**src/scld_pkg.sv**
```systemverilog
// Shared types, constants and character helpers for the serial command line decoder.
// No dependencies; imported by every module of the block.
`default_nettype none
package scld_pkg;

    localparam int BUFFER_BYTES   = 10;
    localparam int MAX_HEX_DIGITS = 4;

    localparam int CNT_W = $clog2(BUFFER_BYTES + 1);
    localparam int IDX_W = $clog2(BUFFER_BYTES);

    localparam int          CALIB_LEN = 6;
    localparam logic [47:0] KW_CALIB  = "callib";
    localparam int          GOTO_LEN  = 5;
    localparam logic [39:0] KW_GOTO   = "goto ";
    localparam int          HEX_START = GOTO_LEN + 2;

    localparam logic [7:0] CH_ZERO = "0";
    localparam logic [7:0] CH_NINE = "9";
    localparam logic [7:0] CH_X    = "x";
    localparam logic [7:0] CH_A    = "A";
    localparam logic [7:0] CH_F    = "F";

    typedef enum logic [1:0] {
        CMD_NONE      = 2'd0,
        CMD_CALIBRATE = 2'd1,
        CMD_GOTO      = 2'd2
    } cmd_t;

    typedef logic [BUFFER_BYTES-1:0][7:0] line_t;

    typedef struct packed {
        logic [CNT_W-1:0] count;
        logic             overflow;
        logic             fire;
    } line_stat_t;

    typedef struct packed {
        logic        overflowed;
        logic        position_ok;
        logic [15:0] position;
        cmd_t        command;
    } result_t;

    function automatic logic is_hex(input logic [7:0] c);
        return ((c >= CH_A) && (c <= CH_F)) || ((c >= CH_ZERO) && (c <= CH_NINE));
    endfunction

    function automatic logic [3:0] hex_val(input logic [7:0] c);
        logic [7:0] d;
        if ((c >= CH_A) && (c <= CH_F)) begin
            d = c - CH_A + 8'd10;
        end else begin
            d = c - CH_ZERO;
        end
        return d[3:0];
    endfunction

endpackage
`default_nettype wire

```
**src/serial_command_line_decoder.sv**
```systemverilog
// Serial command line decoder: a terminator request is accepted into the input
// register, then the decoded result is captured in the result register.
// Throughput is one byte per cycle; input keeps flowing while a result waits,
// and stalls only when a terminator meets a result not yet taken.
// Reset (aresetn low, synchronous) clears count, overflow flag, valids and the
// terminator (NUL); line buffer contents are not cleared.
`default_nettype none
module serial_command_line_decoder (
    input  wire logic        aclk,
    input  wire logic        aresetn,
    input  wire logic        cfg_valid,
    output logic             cfg_ready,
    input  wire logic [7:0]  cfg_data,   // [7:0] terminator_char
    input  wire logic        s_tvalid,
    output logic             s_tready,
    input  wire logic [7:0]  s_tdata,    // [7:0] rx_byte
    output logic             m_tvalid,
    input  wire logic        m_tready,
    output logic [23:0]      m_tdata     // [1:0] command, [17:2] position,
                                         // [18] position_ok, [19] overflowed
);
    import scld_pkg::*;

    logic       [7:0] term_reg;
    logic             m_valid_reg, m_valid_next;
    result_t          m_data_reg;
    result_t          res;
    line_t            line;
    line_stat_t       stat;
    logic             out_free;

    assign cfg_ready = 1'b1;
    assign out_free  = !m_valid_reg || m_tready;

    scld_line_buffer u_line (
        .aclk     (aclk),
        .aresetn  (aresetn),
        .s_tvalid (s_tvalid),
        .s_tready (s_tready),
        .s_tdata  (s_tdata),
        .term     (term_reg),
        .out_free (out_free),
        .line     (line),
        .stat     (stat)
    );

    scld_classify u_classify (
        .line (line),
        .stat (stat),
        .res  (res)
    );

    always_comb begin
        m_valid_next = m_valid_reg;
        if (stat.fire) begin
            m_valid_next = 1'b1;
        end else if (m_tready) begin
            m_valid_next = 1'b0;
        end
    end

    always_ff @(posedge aclk) begin
        if (!aresetn) begin
            term_reg    <= 8'd0;
            m_valid_reg <= 1'b0;
        end else begin
            if (cfg_valid && cfg_ready) begin
                term_reg <= cfg_data;
            end
            m_valid_reg <= m_valid_next;
        end
    end

    always_ff @(posedge aclk) begin
        if (stat.fire) begin
            m_data_reg <= res;
        end
    end

    assign m_tvalid = m_valid_reg;
    assign m_tdata  = {4'b0000, m_data_reg};

`ifndef SYNTH
    a_stall_cause: assert property (@(posedge aclk) disable iff (!aresetn)
        !s_tready |-> m_tvalid && !m_tready)
        else $error("input stalled without a pending result");
    a_ok_is_goto: assert property (@(posedge aclk) disable iff (!aresetn)
        m_tvalid && m_data_reg.position_ok |-> m_data_reg.command == CMD_GOTO)
        else $error("position valid on a non-goto line");
    a_ok_no_ovf: assert property (@(posedge aclk) disable iff (!aresetn)
        m_tvalid && m_data_reg.position_ok |-> !m_data_reg.overflowed)
        else $error("position valid on an overflowed line");
    a_pos_zero: assert property (@(posedge aclk) disable iff (!aresetn)
        m_tvalid && !m_data_reg.position_ok |-> m_data_reg.position == 16'd0)
        else $error("nonzero position without valid argument");
`endif
endmodule
`default_nettype wire

```
**src/scld_line_buffer.sv**
```systemverilog
// Input register, line buffer, character count and overflow flag.
// Depends on scld_pkg.
`default_nettype none
module scld_line_buffer (
    input  wire logic               aclk,
    input  wire logic               aresetn,
    input  wire logic               s_tvalid,
    output logic                    s_tready,
    input  wire logic [7:0]         s_tdata,   // [7:0] rx_byte
    input  wire logic [7:0]         term,
    input  wire logic               out_free,
    output scld_pkg::line_t         line,
    output scld_pkg::line_stat_t    stat
);
    import scld_pkg::*;

    logic             in_valid_reg, in_valid_next;
    logic [7:0]       in_byte_reg;
    logic [CNT_W-1:0] count_reg, count_next;
    logic             ovf_reg, ovf_next;
    line_t            buf_reg;
    logic             is_term, consume, store;

    assign is_term  = in_byte_reg == term;
    assign consume  = in_valid_reg && (!is_term || out_free);
    assign s_tready = !in_valid_reg || consume;
    assign store    = consume && !is_term && (count_reg < CNT_W'(BUFFER_BYTES));

    always_comb begin
        in_valid_next = in_valid_reg;
        if (s_tvalid && s_tready) begin
            in_valid_next = 1'b1;
        end else if (consume) begin
            in_valid_next = 1'b0;
        end
        count_next = count_reg;
        ovf_next   = ovf_reg;
        if (consume) begin
            if (is_term) begin
                count_next = '0;
                ovf_next   = 1'b0;
            end else if (store) begin
                count_next = count_reg + CNT_W'(1);
            end else begin
                ovf_next = 1'b1;
            end
        end
    end

    always_ff @(posedge aclk) begin
        if (!aresetn) begin
            in_valid_reg <= 1'b0;
            count_reg    <= '0;
            ovf_reg      <= 1'b0;
        end else begin
            in_valid_reg <= in_valid_next;
            count_reg    <= count_next;
            ovf_reg      <= ovf_next;
        end
    end

    always_ff @(posedge aclk) begin
        if (s_tvalid && s_tready) begin
            in_byte_reg <= s_tdata;
        end
        if (store) begin
            buf_reg[count_reg[IDX_W-1:0]] <= in_byte_reg;
        end
    end

    assign line       = buf_reg;
    assign stat.count    = count_reg;
    assign stat.overflow = ovf_reg;
    assign stat.fire     = consume && is_term;

`ifndef SYNTH
    a_count_bound: assert property (@(posedge aclk) disable iff (!aresetn)
        count_reg <= CNT_W'(BUFFER_BYTES))
        else $error("character count beyond buffer size");
    a_clear_on_term: assert property (@(posedge aclk) disable iff (!aresetn)
        stat.fire |=> (count_reg == '0) && !ovf_reg)
        else $error("line state not cleared after terminator");
    a_ovf_when_full: assert property (@(posedge aclk) disable iff (!aresetn)
        consume && !is_term && !store |-> count_reg == CNT_W'(BUFFER_BYTES))
        else $error("byte dropped while buffer not full");
`endif
endmodule
`default_nettype wire

```
**src/scld_classify.sv**
```systemverilog
// Keyword match and hex argument parse over the stored line.
// Depends on scld_pkg; purely combinational.
`default_nettype none
module scld_classify (
    input  scld_pkg::line_t       line,
    input  scld_pkg::line_stat_t  stat,
    output scld_pkg::result_t     res
);
    import scld_pkg::*;

    logic        calib_hit, goto_hit, hex_ok, chars_ok;
    logic [15:0] value;

    always_comb begin
        calib_hit = stat.count >= CNT_W'(CALIB_LEN);
        for (int i = 0; i < CALIB_LEN; i++) begin
            if (line[i] != KW_CALIB[8*(CALIB_LEN-1-i) +: 8]) begin
                calib_hit = 1'b0;
            end
        end
        goto_hit = stat.count >= CNT_W'(GOTO_LEN);
        for (int i = 0; i < GOTO_LEN; i++) begin
            if (line[i] != KW_GOTO[8*(GOTO_LEN-1-i) +: 8]) begin
                goto_hit = 1'b0;
            end
        end

        chars_ok = 1'b1;
        for (int i = HEX_START; i < BUFFER_BYTES; i++) begin
            if ((CNT_W'(i) < stat.count) && !is_hex(line[i])) begin
                chars_ok = 1'b0;
            end
        end
        hex_ok = (stat.count > CNT_W'(HEX_START))
              && (stat.count <= CNT_W'(HEX_START + MAX_HEX_DIGITS))
              && (line[GOTO_LEN] == CH_ZERO) && (line[GOTO_LEN+1] == CH_X)
              && chars_ok && !stat.overflow;

        value = '0;
        for (int k = 0; (k < MAX_HEX_DIGITS) && (HEX_START + k < BUFFER_BYTES); k++) begin
            if (CNT_W'(HEX_START + k) < stat.count) begin
                value = {value[11:0], hex_val(line[HEX_START + k])};
            end
        end

        res.overflowed  = stat.overflow;
        res.position_ok = 1'b0;
        res.position    = '0;
        if (calib_hit) begin
            res.command = CMD_CALIBRATE;
        end else if (goto_hit) begin
            res.command = CMD_GOTO;
            if (hex_ok) begin
                res.position_ok = 1'b1;
                res.position    = value;
            end
        end else begin
            res.command = CMD_NONE;
        end
    end
endmodule
`default_nettype wire
```
**config.mk**
```make
export PLATFORM = sky130hd
export DESIGN_NAME = serial_command_line_decoder
export DESIGN_NICKNAME = d
export VERILOG_FILES = /design/src/scld_pkg.sv /design/src/serial_command_line_decoder.sv /design/src/scld_line_buffer.sv /design/src/scld_classify.sv
export SDC_FILE = /design/constraint.sdc
export NUM_CORES = 1
export LEC_CHECK = 0
export ABC_AREA = 1
export BUFFER_PORTS_ARGS = -buffer_cell sky130_fd_sc_hd__buf_4
export CORE_UTILIZATION = 55
export DETAILED_ROUTE_END_ITERATION = 10
export GPL_ROUTABILITY_DRIVEN = 0
export GPL_TIMING_DRIVEN = 0
export PLACE_DENSITY = 0.75
export SYNTH_ARGS = -nofsm -noshare
export SYNTH_HDL_FRONTEND = slang
export SYNTH_SLANG_ARGS = --single-unit
```
**constraint.sdc**
```tcl
create_clock -name aclk -period 2.95 [get_ports aclk]
set_clock_uncertainty 0.2 [all_clocks]
set_input_delay 0.4425 -clock aclk [delete_from_list [all_inputs] [get_ports aclk]]
set_output_delay 0.4425 -clock aclk [all_outputs]
set_load 0.03 [all_outputs]
```
==> impl_metrics.json, run 1 <==
{
  "worstMarginPinSlew_ps": 1110,
  "place_inst": 653,
  "ant_nets": 0,
  "synth.yosys.warnings": 0,
  "diodes": 0,
  "setup_viol": 0,
  "synth_top_area_share_pct": 59.5,
  "finalCritPeriodShare_pct": 96.4,
  "fmax_mhz": 351,
  "grt_use_met3_pct": 6.25,
  "synth-main-ff-cell": "edfxtp_1",
  "slew_headroom_pct": 25.6,
  "nNetsFinal": 610,
  "ir_drop_uv": 553,
  "path_max_fanout": 10,
  "place_area_um2": 5720,
  "cpPeakStageDelay_ps": 940,
  "yosysUniqueCellTypes": 37,
  "grt_pass1_vias": 3450,
  "worstPathArrival_ps": 2770,
  "grt-ovfl-total": 0,
  "crit_path_frequent_cell": "nand2_1",
  "routed_via_density": 5.08,
  "clk_pin_slew_worst_paths_ps": 60,
  "clk_latency_ps": 510,
  "ctsRootBufferMaster": "clkbuf_8",
  "drt_iter0_drc": 299,
  "report.final.slew_viol_count": 0,
  "period_minus_slack_ps": 2850,
  "synthToLayoutAreaGrowth_pct": 26.0,
  "portBuffers": 37,
  "cts_tree": "yes",
  "die_w_um": 99.7,
  "critical_path.startpoint": "u_line.in_byte_reg[5]$_DFFE_PP_",
  "post_drt_wl_per_cell_um": 14.2,
  "seqPwrFrac_pct": 46.1,
  "async_flop_share_pct": 0,
  "h-tree-depth": 4,
  "status": "finished clean",
  "layout-drive-gt1-share_pct": 21.1,
  "cts_buffers": 17,
  "grtUsageMet1_pct": 24.2,
  "maxCapViolations": 0,
  "placeableCoreArea_um2": 9240,
  "worstHoldPathType": "input port to register",
  "final_hold_viol_count": 0,
  "initial_core_util_pct": 56.8,
  "pre_cts_slack_ps": -78.5,
  "internal_power_mw": 3.24,
  "cts_buffer_depth": 2,
  "power_frac_comb_pct": 4.6,
  "swShare_pct": 21.1,
  "synth.cell_area_um2": 5250,
  "dieArea_um2": 9940,
  "ys_ff_latch": 119,
  "hold_start": "cfg_valid",
  "place.detailed.hpwl_um": 6370,
  "avgSynthCellArea_um2": 10.9,
  "cp_top_family": "simple AND/OR/NAND/NOR gates",
  "synth_area_leader_cell": "edfxtp_1",
  "antenna_found_initial": 0,
  "p_switching_mw": 0.867,
  "synth_edf_count": 104,
  "yosysSeqAreaShare_pct": 65.2,
  "cts.sinks": 119,
  "grt_max_degree": 17,
  "largest_reg_flops": 80,
  "layout_setup_ws_ps": 105,
  "vias": 3650,
  "grt_util_met2_pct": 38.2,
  "crit_chain": "nand2_1, nand2_1, nand2_1, nor2_1, nand2_1, nand2_1, nor3_1",
  "fill_cells": 585,
  "slowest_stage": "nor3_1",
  "design_area_um2": 6620,
  "final_cell_count_no_fill": 718,
  "r2r_start": "u_line.in_byte_reg[5]$_DFFE_PP_",
  "power.leakage_nw": 2.69,
  "power_per_cell_area_nw_per_um2": 620,
  "p_clk_share_pct": 49.4,
  "grt-busiest-layer": "met2",
  "grt_pass1_wl_um": 15800,
  "rows": 35,
  "die_h_um": 99.7,
  "netlist_instances": 480,
  "routed_wl_um": 10200,
  "grt_use_total_pct": 21.7,
  "synth_area_leaders": "edfxtp_1 (59%), nand2_1 (6.4%), dfxtp_1 (5.7%)",
  "crit_type": "register to register",
  "pin_count": 48,
  "dr.pass1.iters": 5,
  "start_kind": "register",
  "cp-end-kind": "register",
  "drc_errors": 0,
  "critPathRequiredTime_ps": 2880,
  "critPathBufInv": 0
}
[power groups by stage]
| stage | Combinational [mW] | Sequential [mW] | Clock [mW] |
|---|---|---|---|
| 5_1_grt | 0.202 | 1.89 | 2.14 |
| 6_report | 0.188 | 1.89 | 2.03 |
| 3_5_place_dp | 0.111 | 1.95 | 0 |
| 3_3_place_gp | 0.107 | 1.95 | 0 |
| 4_1_cts | 0.127 | 1.92 | 2.05 |
| 2_1_floorplan | 0.0781 | 1.92 | 0 |
[synth_stat cells (all sizes together) (2+ instances only)]
cell,count
conb,2
nor2,63
buf,12
nand3b,2
dfxtp,15
a21oi,10
nor3,21
inv,62
ha,13
nand2,93
edfxtp,104
nor4,2
clkbuf,2
xnor2,6
o21ai,13
nand4,12
nand3,41
[worst min-delay path, stage by stage]
cell	delay, ps
buf_4	110
o21ai_0	80
nor2_1	70
[layout by cell type, fill, tap and decap left out, drive strengths merged, types with 14 or more instances in the layout]
cell type and instances:
dlygate4sd3 14, edfxtp 104, buf 68, dfxtp 15, nand3 41, nand2 93
nor2 63, clkbuf 19, nor3 21, inv 64
[final timing paths]
kind                                             endpoint  slack [ps]  cells past startpoint
worst max-delay path            u_line.line[47]$_DFFE_PP_         100                      7
worst min-delay path             term_reg[0]$_SDFFE_PN0P_          30                      3
worst max register to register  u_line.line[47]$_DFFE_PP_         100                      7
worst min register to register   term_reg[4]$_SDFFE_PN0P_         290                      2
[repair_timing]
action                                  4_1_cts  5_1_grt
endpoints found under the setup margin       64       57
hold buffers                                 14        0
hold endpoints to repair                     14        0
gates resized for setup                       1        4
pin swaps                                     0        0
setup buffers                                 0       19
[final cells by class]
cell class / count / area (µm²) / share of cell area (%)
timing repair buffer: 70 / 561 / 8.47
tap: 129 / 161 / 2.44
clock buffer: 17 / 414 / 6.26
inverter: 62 / 238 / 3.59
multi-input combinational: 292 / 1540 / 23.3
clock inverter: 15 / 179 / 2.70
buffer: 14 / 103 / 1.55
sequential: 119 / 3420 / 51.7
[cells by family (layout without fill, tap and decap cells)]
logic type	Yosys count	count (layout)	share of synthesized area [%]
DFF	119	119	65.2
AOI/OAI and AO/OA	26	26	2.84
xor gates and xnor gates	7	7	1.17
adders and majority gates	13	13	3.10
other	2	9	0.143
and+or+nand+nor	237	237	21.1
buffers and inverters	76	178	6.48
[per-layer routing]
| metal | vias to the layer above | wire (µm) |
|---|---|---|
| met3 | 17 | 621 |
| met5 | - | 0 |
| li1 | 1802 | - |
| met1 | 1696 | 4000 |
| met2 | 135 | 5390 |
| met4 | 0 | 191 |
[through the flow]
| stage | utilization [%] | hold slack (ps) | power [mW] | setup TNS, ps |
|---|---|---|---|---|
| 2_1_floorplan | - | 231 | 2.00 | 0 |
| 3_3_place_gp | 61.9 | 260 | 2.06 | -26.8 |
| 3_5_place_dp | 61.9 | 266 | 2.06 | -1790 |
| 4_1_cts | 69.9 | 8.99 | 4.09 | -4620 |
| 5_1_grt | 71.6 | 14.4 | 4.23 | -179 |
| 6_report | 71.6 | 25.9 | 4.10 | 0 |
Note: power is estimated with default switching activity, not from simulation.
==> inputs of run 2 (changes only) <==
--- a/config.mk
+++ b/config.mk
@@ -7,11 +7,10 @@
 export LEC_CHECK = 0
 export ABC_AREA = 1
 export BUFFER_PORTS_ARGS = -buffer_cell sky130_fd_sc_hd__buf_4
-export CORE_UTILIZATION = 55
+export CORE_UTILIZATION = 35
 export DETAILED_ROUTE_END_ITERATION = 10
 export GPL_ROUTABILITY_DRIVEN = 0
 export GPL_TIMING_DRIVEN = 0
-export PLACE_DENSITY = 0.75
 export SYNTH_ARGS = -nofsm -noshare
 export SYNTH_HDL_FRONTEND = slang
 export SYNTH_SLANG_ARGS = --single-unit
==> impl_metrics.json, run 2 (same netlist as run 1, synthesis figures left out) <==
{
  "hold_start": "cfg_data[0]",
  "report.final.slew_viol_count": 0,
  "fin_util_pct": 44.5,
  "reg2reg_slack_ps": -130,
  "cts_tree": "yes",
  "layout-drive-gt1-share_pct": 17.4,
  "ir_drop_uv": 428,
  "final_common_cell": "edfxtp_1",
  "vias": 3461,
  "die_h_um": 124,
  "post_drt_wl_per_cell_um": 13.4,
  "grt_max_degree": 17,
  "ant_nets": 0,
  "dr.pass1.iters": 4,
  "routed_wl_um": 10000,
  "cts_buffers": 17,
  "swShare_pct": 20.2,
  "start_kind": "register",
  "antenna_found_initial": 0,
  "clk_latency_ps": 420,
  "pin_count": 48,
  "critPathRequiredTime_ps": 2780,
  "finalSetupTns_ps": -3040,
  "grt_use_total_pct": 13.6,
  "post_cts_buffers": 0,
  "final_cell_count_no_fill": 747,
  "seqPwrFrac_pct": 46.0,
  "layout_setup_ws_ps": -127,
  "path_max_fanout": 12,
  "clk_pin_slew_worst_paths_ps": 50,
  "worstPathArrival_ps": 2910,
  "drt_iter0_drc": 154,
  "reg2regPathDepth": 8,
  "final_cell_mix": "edfxtp_1 (104), nand2_1 (90), inv_1 (59)",
  "r2r_start": "u_line.in_byte_reg[4]$_DFFE_PP_",
  "violations": "setup timing",
  "grt_pass1_wl_um": 16000,
  "dieArea_um2": 15500,
  "fmax_mhz": 325,
  "setup_viol": 40,
  "worstHoldPathType": "input port to register",
  "largest_reg_flops": 80,
  "ctsRootBufferMaster": "clkbuf_16",
  "cts.sinks": 119,
  "maxCapViolations": 0,
  "slew_headroom_pct": 25.0,
  "hold-path-endpoint": "term_reg[0]$_SDFFE_PN0P_",
  "power_frac_comb_pct": 2.9,
  "place_inst": 708,
  "crit_type": "register to register",
  "final_hold_viol_count": 0,
  "worstMarginPinSlew_ps": 1120,
  "diodes": 0,
  "synthToLayoutAreaGrowth_pct": 23.6,
  "p_clk_share_pct": 51.0,
  "portBuffers": 37,
  "h-tree-depth": 4,
  "period_minus_slack_ps": 3080,
  "initial_core_util_pct": 36.0,
  "cts_buffer_depth": 2,
  "grt_setup_unrepaired": "yes",
  "grt_pass1_vias": 3312,
  "power_per_cell_area_nw_per_um2": 642,
  "power.leakage_nw": 2.59,
  "p_switching_mw": 0.843,
  "place.detailed.hpwl_um": 6720,
  "nNetsFinal": 585,
  "power_mw": 4.17,
  "internal_power_mw": 3.32,
  "rows": 44,
  "die_w_um": 124,
  "placeableCoreArea_um2": 14600,
  "status": "finished, violations left",
  "rr_endpoint": "u_line.line[46]$_DFFE_PP_",
  "fill_cells": 1341,
  "worstHoldPathCells": 3,
  "cp-end-kind": "register",
  "pre_cts_slack_ps": -171,
  "grt-ovfl-total": 0,
  "drc_errors": 0,
  "routed_via_density": 4.63,
  "finalCritPeriodShare_pct": 104
}
run 2: worst max path at each step:
stage / startpoint / to / slack (ps) / cells after the start
6_report: u_line.in_byte_reg[4]$_DFFE_PP_ / u_line.line[46]$_DFFE_PP_ / -130 / 8
5_1_grt: u_line.in_byte_reg[4]$_DFFE_PP_ / u_line.line[66]$_DFFE_PP_ / -400 / 8
4_1_cts: u_line.in_byte_reg[5]$_DFFE_PP_ / u_line.line[49]$_DFFE_PP_ / -160 / 8
3_5_place_dp: u_line.in_byte_reg[5]$_DFFE_PP_ / u_line.line[36]$_DFFE_PP_ / -170 / 8
3_3_place_gp: u_line.in_byte_reg[5]$_DFFE_PP_ / u_line.line[37]$_DFFE_PP_ / -100 / 8
2_1_floorplan: u_line.in_byte_reg[6]$_DFFE_PP_ / u_line.line[16]$_DFFE_PP_ / 660 / 6
run 2: what timing repair did:
action | CTS | global route
hold buffers | 8 | 0
gates resized for setup | 1 | 2
setup endpoints to repair | 64 | 56
hold endpoints to repair | 8 | 0
gates cloned | 0 | 0
run 2: worst max-delay path: stages (launching register included):
cell and delay (ps):
edfxtp_1 660, inv_1 110, nand2_1 90, nand2_1 50, nand2_1 110, nor2_1 60
nand2_1 180, nand2_1 290, nor3_1 940
run 2: layout make-up:
cell class | instances | area, µm² | share of cell area (%)
inverters | 62 | 238 | 3.66
plain buffers | 14 | 103 | 1.58
clock buffers | 18 | 429 | 6.61
clock inverters | 13 | 179 | 2.76
well taps | 184 | 230 | 3.55
multi-input cells | 292 | 1530 | 23.6
flip-flops and latches | 119 | 3420 | 52.8
repair buffers | 45 | 358 | 5.51
run 2: per-stage QoR:
stage / hold WS (ps) / instance area [µm²]
floorplan: 231 / 5280
global placement: 257 / 5790
detailed placement: 265 / 5790
CTS: 40.6 / 6480
global route: 51.3 / 6490
finish: 45.0 / 6490
run 2: metal layers:
layer | global-route usage, % | up-vias | wire length (µm)
li1 | - | 1758 | -
met1 | 16.2 | 1592 | 4560
met2 | 22.8 | 93 | 4860
met3 | 3.61 | 18 | 487
met4 | 6.66 | 0 | 139
met5 | 0 | - | 0
run 2: power by group through the flow:
stage	Combinational [mW]	Sequential [mW]	Clock [mW]
2_1_floorplan	0.0781	1.92	0
3_3_place_gp	0.109	1.95	0
3_5_place_dp	0.111	1.95	0
4_1_cts	0.121	1.92	2.15
5_1_grt	0.135	1.92	2.22
6_report	0.122	1.92	2.13
==> inputs of run 3 (changes only) <==
--- a/config.mk
+++ b/config.mk
@@ -6,11 +6,13 @@
 export NUM_CORES = 1
 export LEC_CHECK = 0
 export ABC_AREA = 1
+export ABC_CLOCK_PERIOD_IN_PS = 2950
 export BUFFER_PORTS_ARGS = -buffer_cell sky130_fd_sc_hd__buf_4
 export CORE_UTILIZATION = 35
 export DETAILED_ROUTE_END_ITERATION = 10
 export GPL_ROUTABILITY_DRIVEN = 0
 export GPL_TIMING_DRIVEN = 0
+export PLACE_DENSITY_LB_ADDON = 0.15
 export SYNTH_ARGS = -nofsm -noshare
 export SYNTH_HDL_FRONTEND = slang
 export SYNTH_SLANG_ARGS = --single-unit
==> impl_metrics.json, run 3 (same netlist as run 1, synthesis figures left out) <==
{
  "critPathRequiredTime_ps": 2790,
  "clk_pin_slew_worst_paths_ps": 50,
  "report.final.slew_viol_count": 0,
  "worstMarginPinSlew_ps": 734,
  "grt_setup_unrepaired": "yes",
  "grt_pass1_wl_um": 16600,
  "ir_drop_uv": 446,
  "die_w_um": 124,
  "start_kind": "register",
  "cts_tree": "yes",
  "power_per_cell_area_nw_per_um2": 603,
  "place_area_um2": 5790,
  "portBuffers": 37,
  "final_common_cell": "edfxtp_1",
  "cts_buffers": 17,
  "rows": 44,
  "final_cell_count_no_fill": 752,
  "dieArea_um2": 15500,
  "drc_errors": 0,
  "finalSetupTns_ps": 0,
  "path_max_fanout": 12,
  "ant_nets": 0,
  "routed_wl_um": 10400,
  "dr.pass1.iters": 4,
  "diodes": 0,
  "placeableCoreArea_um2": 14600,
  "slowest_stage": "edfxtp_1",
  "largest_reg_flops": 80,
  "crit_type": "register to register",
  "clk_latency_ps": 410,
  "cp-end-kind": "register",
  "design_area_um2": 6480,
  "place_inst": 708,
  "drt_iter0_drc": 203,
  "crit_chain": "inv_1, nand2_1, nand2_1, nand2_1, nor2_1, nand2_1, nand2_1, nor3_2",
  "layout-drive-gt1-share_pct": 18.8,
  "routed_via_density": 4.58,
  "setup_viol": 0,
  "ctsRootBufferMaster": "clkbuf_16",
  "nNetsFinal": 589,
  "grt-ovfl-total": 0,
  "period_minus_slack_ps": 2860,
  "finalCritPeriodShare_pct": 96.8,
  "worstHoldPathType": "input port to register",
  "fmax_mhz": 350,
  "maxCapViolations": 0,
  "cts_buffer_depth": 2,
  "slew_headroom_pct": 51.0,
  "vias": 3445,
  "power.leakage_nw": 2.58,
  "cpPeakStageDelay_ps": 700,
  "synthToLayoutAreaGrowth_pct": 23.4,
  "reg2regPathDepth": 8,
  "die_h_um": 124,
  "fin_util_pct": 44.4,
  "place.detailed.hpwl_um": 7020,
  "status": "finished clean",
  "grt_max_degree": 17,
  "crit_path_frequent_cell": "nand2_1",
  "h-tree-depth": 4,
  "final_cell_mix": "edfxtp_1 (104), nand2_1 (90), inv_1 (59)",
  "final_hold_viol_count": 0,
  "post_drt_wl_per_cell_um": 13.9,
  "grt_pass1_vias": 3380,
  "worstPathArrival_ps": 2700,
  "grt_use_total_pct": 14.2,
  "cts.sinks": 119,
  "worstHoldPathCells": 3,
  "initial_core_util_pct": 36.0,
  "antenna_found_initial": 0,
  "pin_count": 48
}
run 3: cell count changes in the layout (fill, tap and decap cells not counted), sizes merged:
| cell | before | now |
|---|---|---|
| clkbuf | 20 | 21 |
| buf | 49 | 53 |
| clkinv | 6 | 10 |
| inv | 64 | 63 |
| bufinv | 4 | 1 |
run 3: final timing paths:
kind	startpoint	to	slack (ps)
worst max register to register	u_line.in_byte_reg[5]$_DFFE_PP_	u_line.line[21]$_DFFE_PP_	90
worst min-delay path	cfg_data[2]	term_reg[2]$_SDFFE_PN0P_	50
worst max-delay path	u_line.in_byte_reg[5]$_DFFE_PP_	u_line.line[21]$_DFFE_PP_	90
worst min register to register	term_reg[5]$_SDFFE_PN0P_	term_reg[5]$_SDFFE_PN0P_	280
run 3: per-layer routing:
layer	part of all wire [%]	wire length [µm]	up-vias	track usage, %
li1	-	-	1754	-
met1	46	4770	1596	17.3
met2	48	5000	77	23.2
met3	4.1	426	18	4.21
met4	2.2	231	0	6.59
met5	0	0	-	0
run 3: timing repair:
action / in CTS / in global routing
gates resized for setup: 1 / 8
pin swaps: 0 / 0
setup endpoints to repair: 64 / 65
buffers inserted: 0 / 4
hold buffers: 8 / 0
hold endpoints to repair: 8 / 0
run 3: per-stage QoR:
| stage | setup slack (ps) | hold WS, ps | power (mW) |
|---|---|---|---|
| 6_report | 94.8 | 50.2 | 3.91 |
| 5_1_grt | -122 | 40.7 | 4.05 |
| 4_1_cts | -244 | 36.4 | 3.95 |
| 3_5_place_dp | -254 | 270 | 2.07 |
| 3_3_place_gp | -210 | 258 | 2.07 |
| 2_1_floorplan | 659 | 231 | 2.00 |
run 3: final cells by class:
class	instances	area [µm²]
fill	1359	8110
sequential	119	3420
multi-input combinational	292	1560
clock buffer	19	433
timing repair buffer	49	388
inverter	62	238
tap	184	230
clock inverter	13	108
buffer	14	103
run 3: power by group:
group / leakage [nW] / internal (mW) / switching [mW]
combinational: 1.21 / 0.0592 / 0.0799
sequential: 1.10 / 1.87 / 0.0447
clock: 0.264 / 1.15 / 0.709
total: 2.58 / 3.07 / 0.834
run 3: worst max-delay path, delay by kind of cell, from the launching register on:
kind          cells  cell delay (ps)
simple gates      7             1510
flops             1              700
buf+inv           1               80
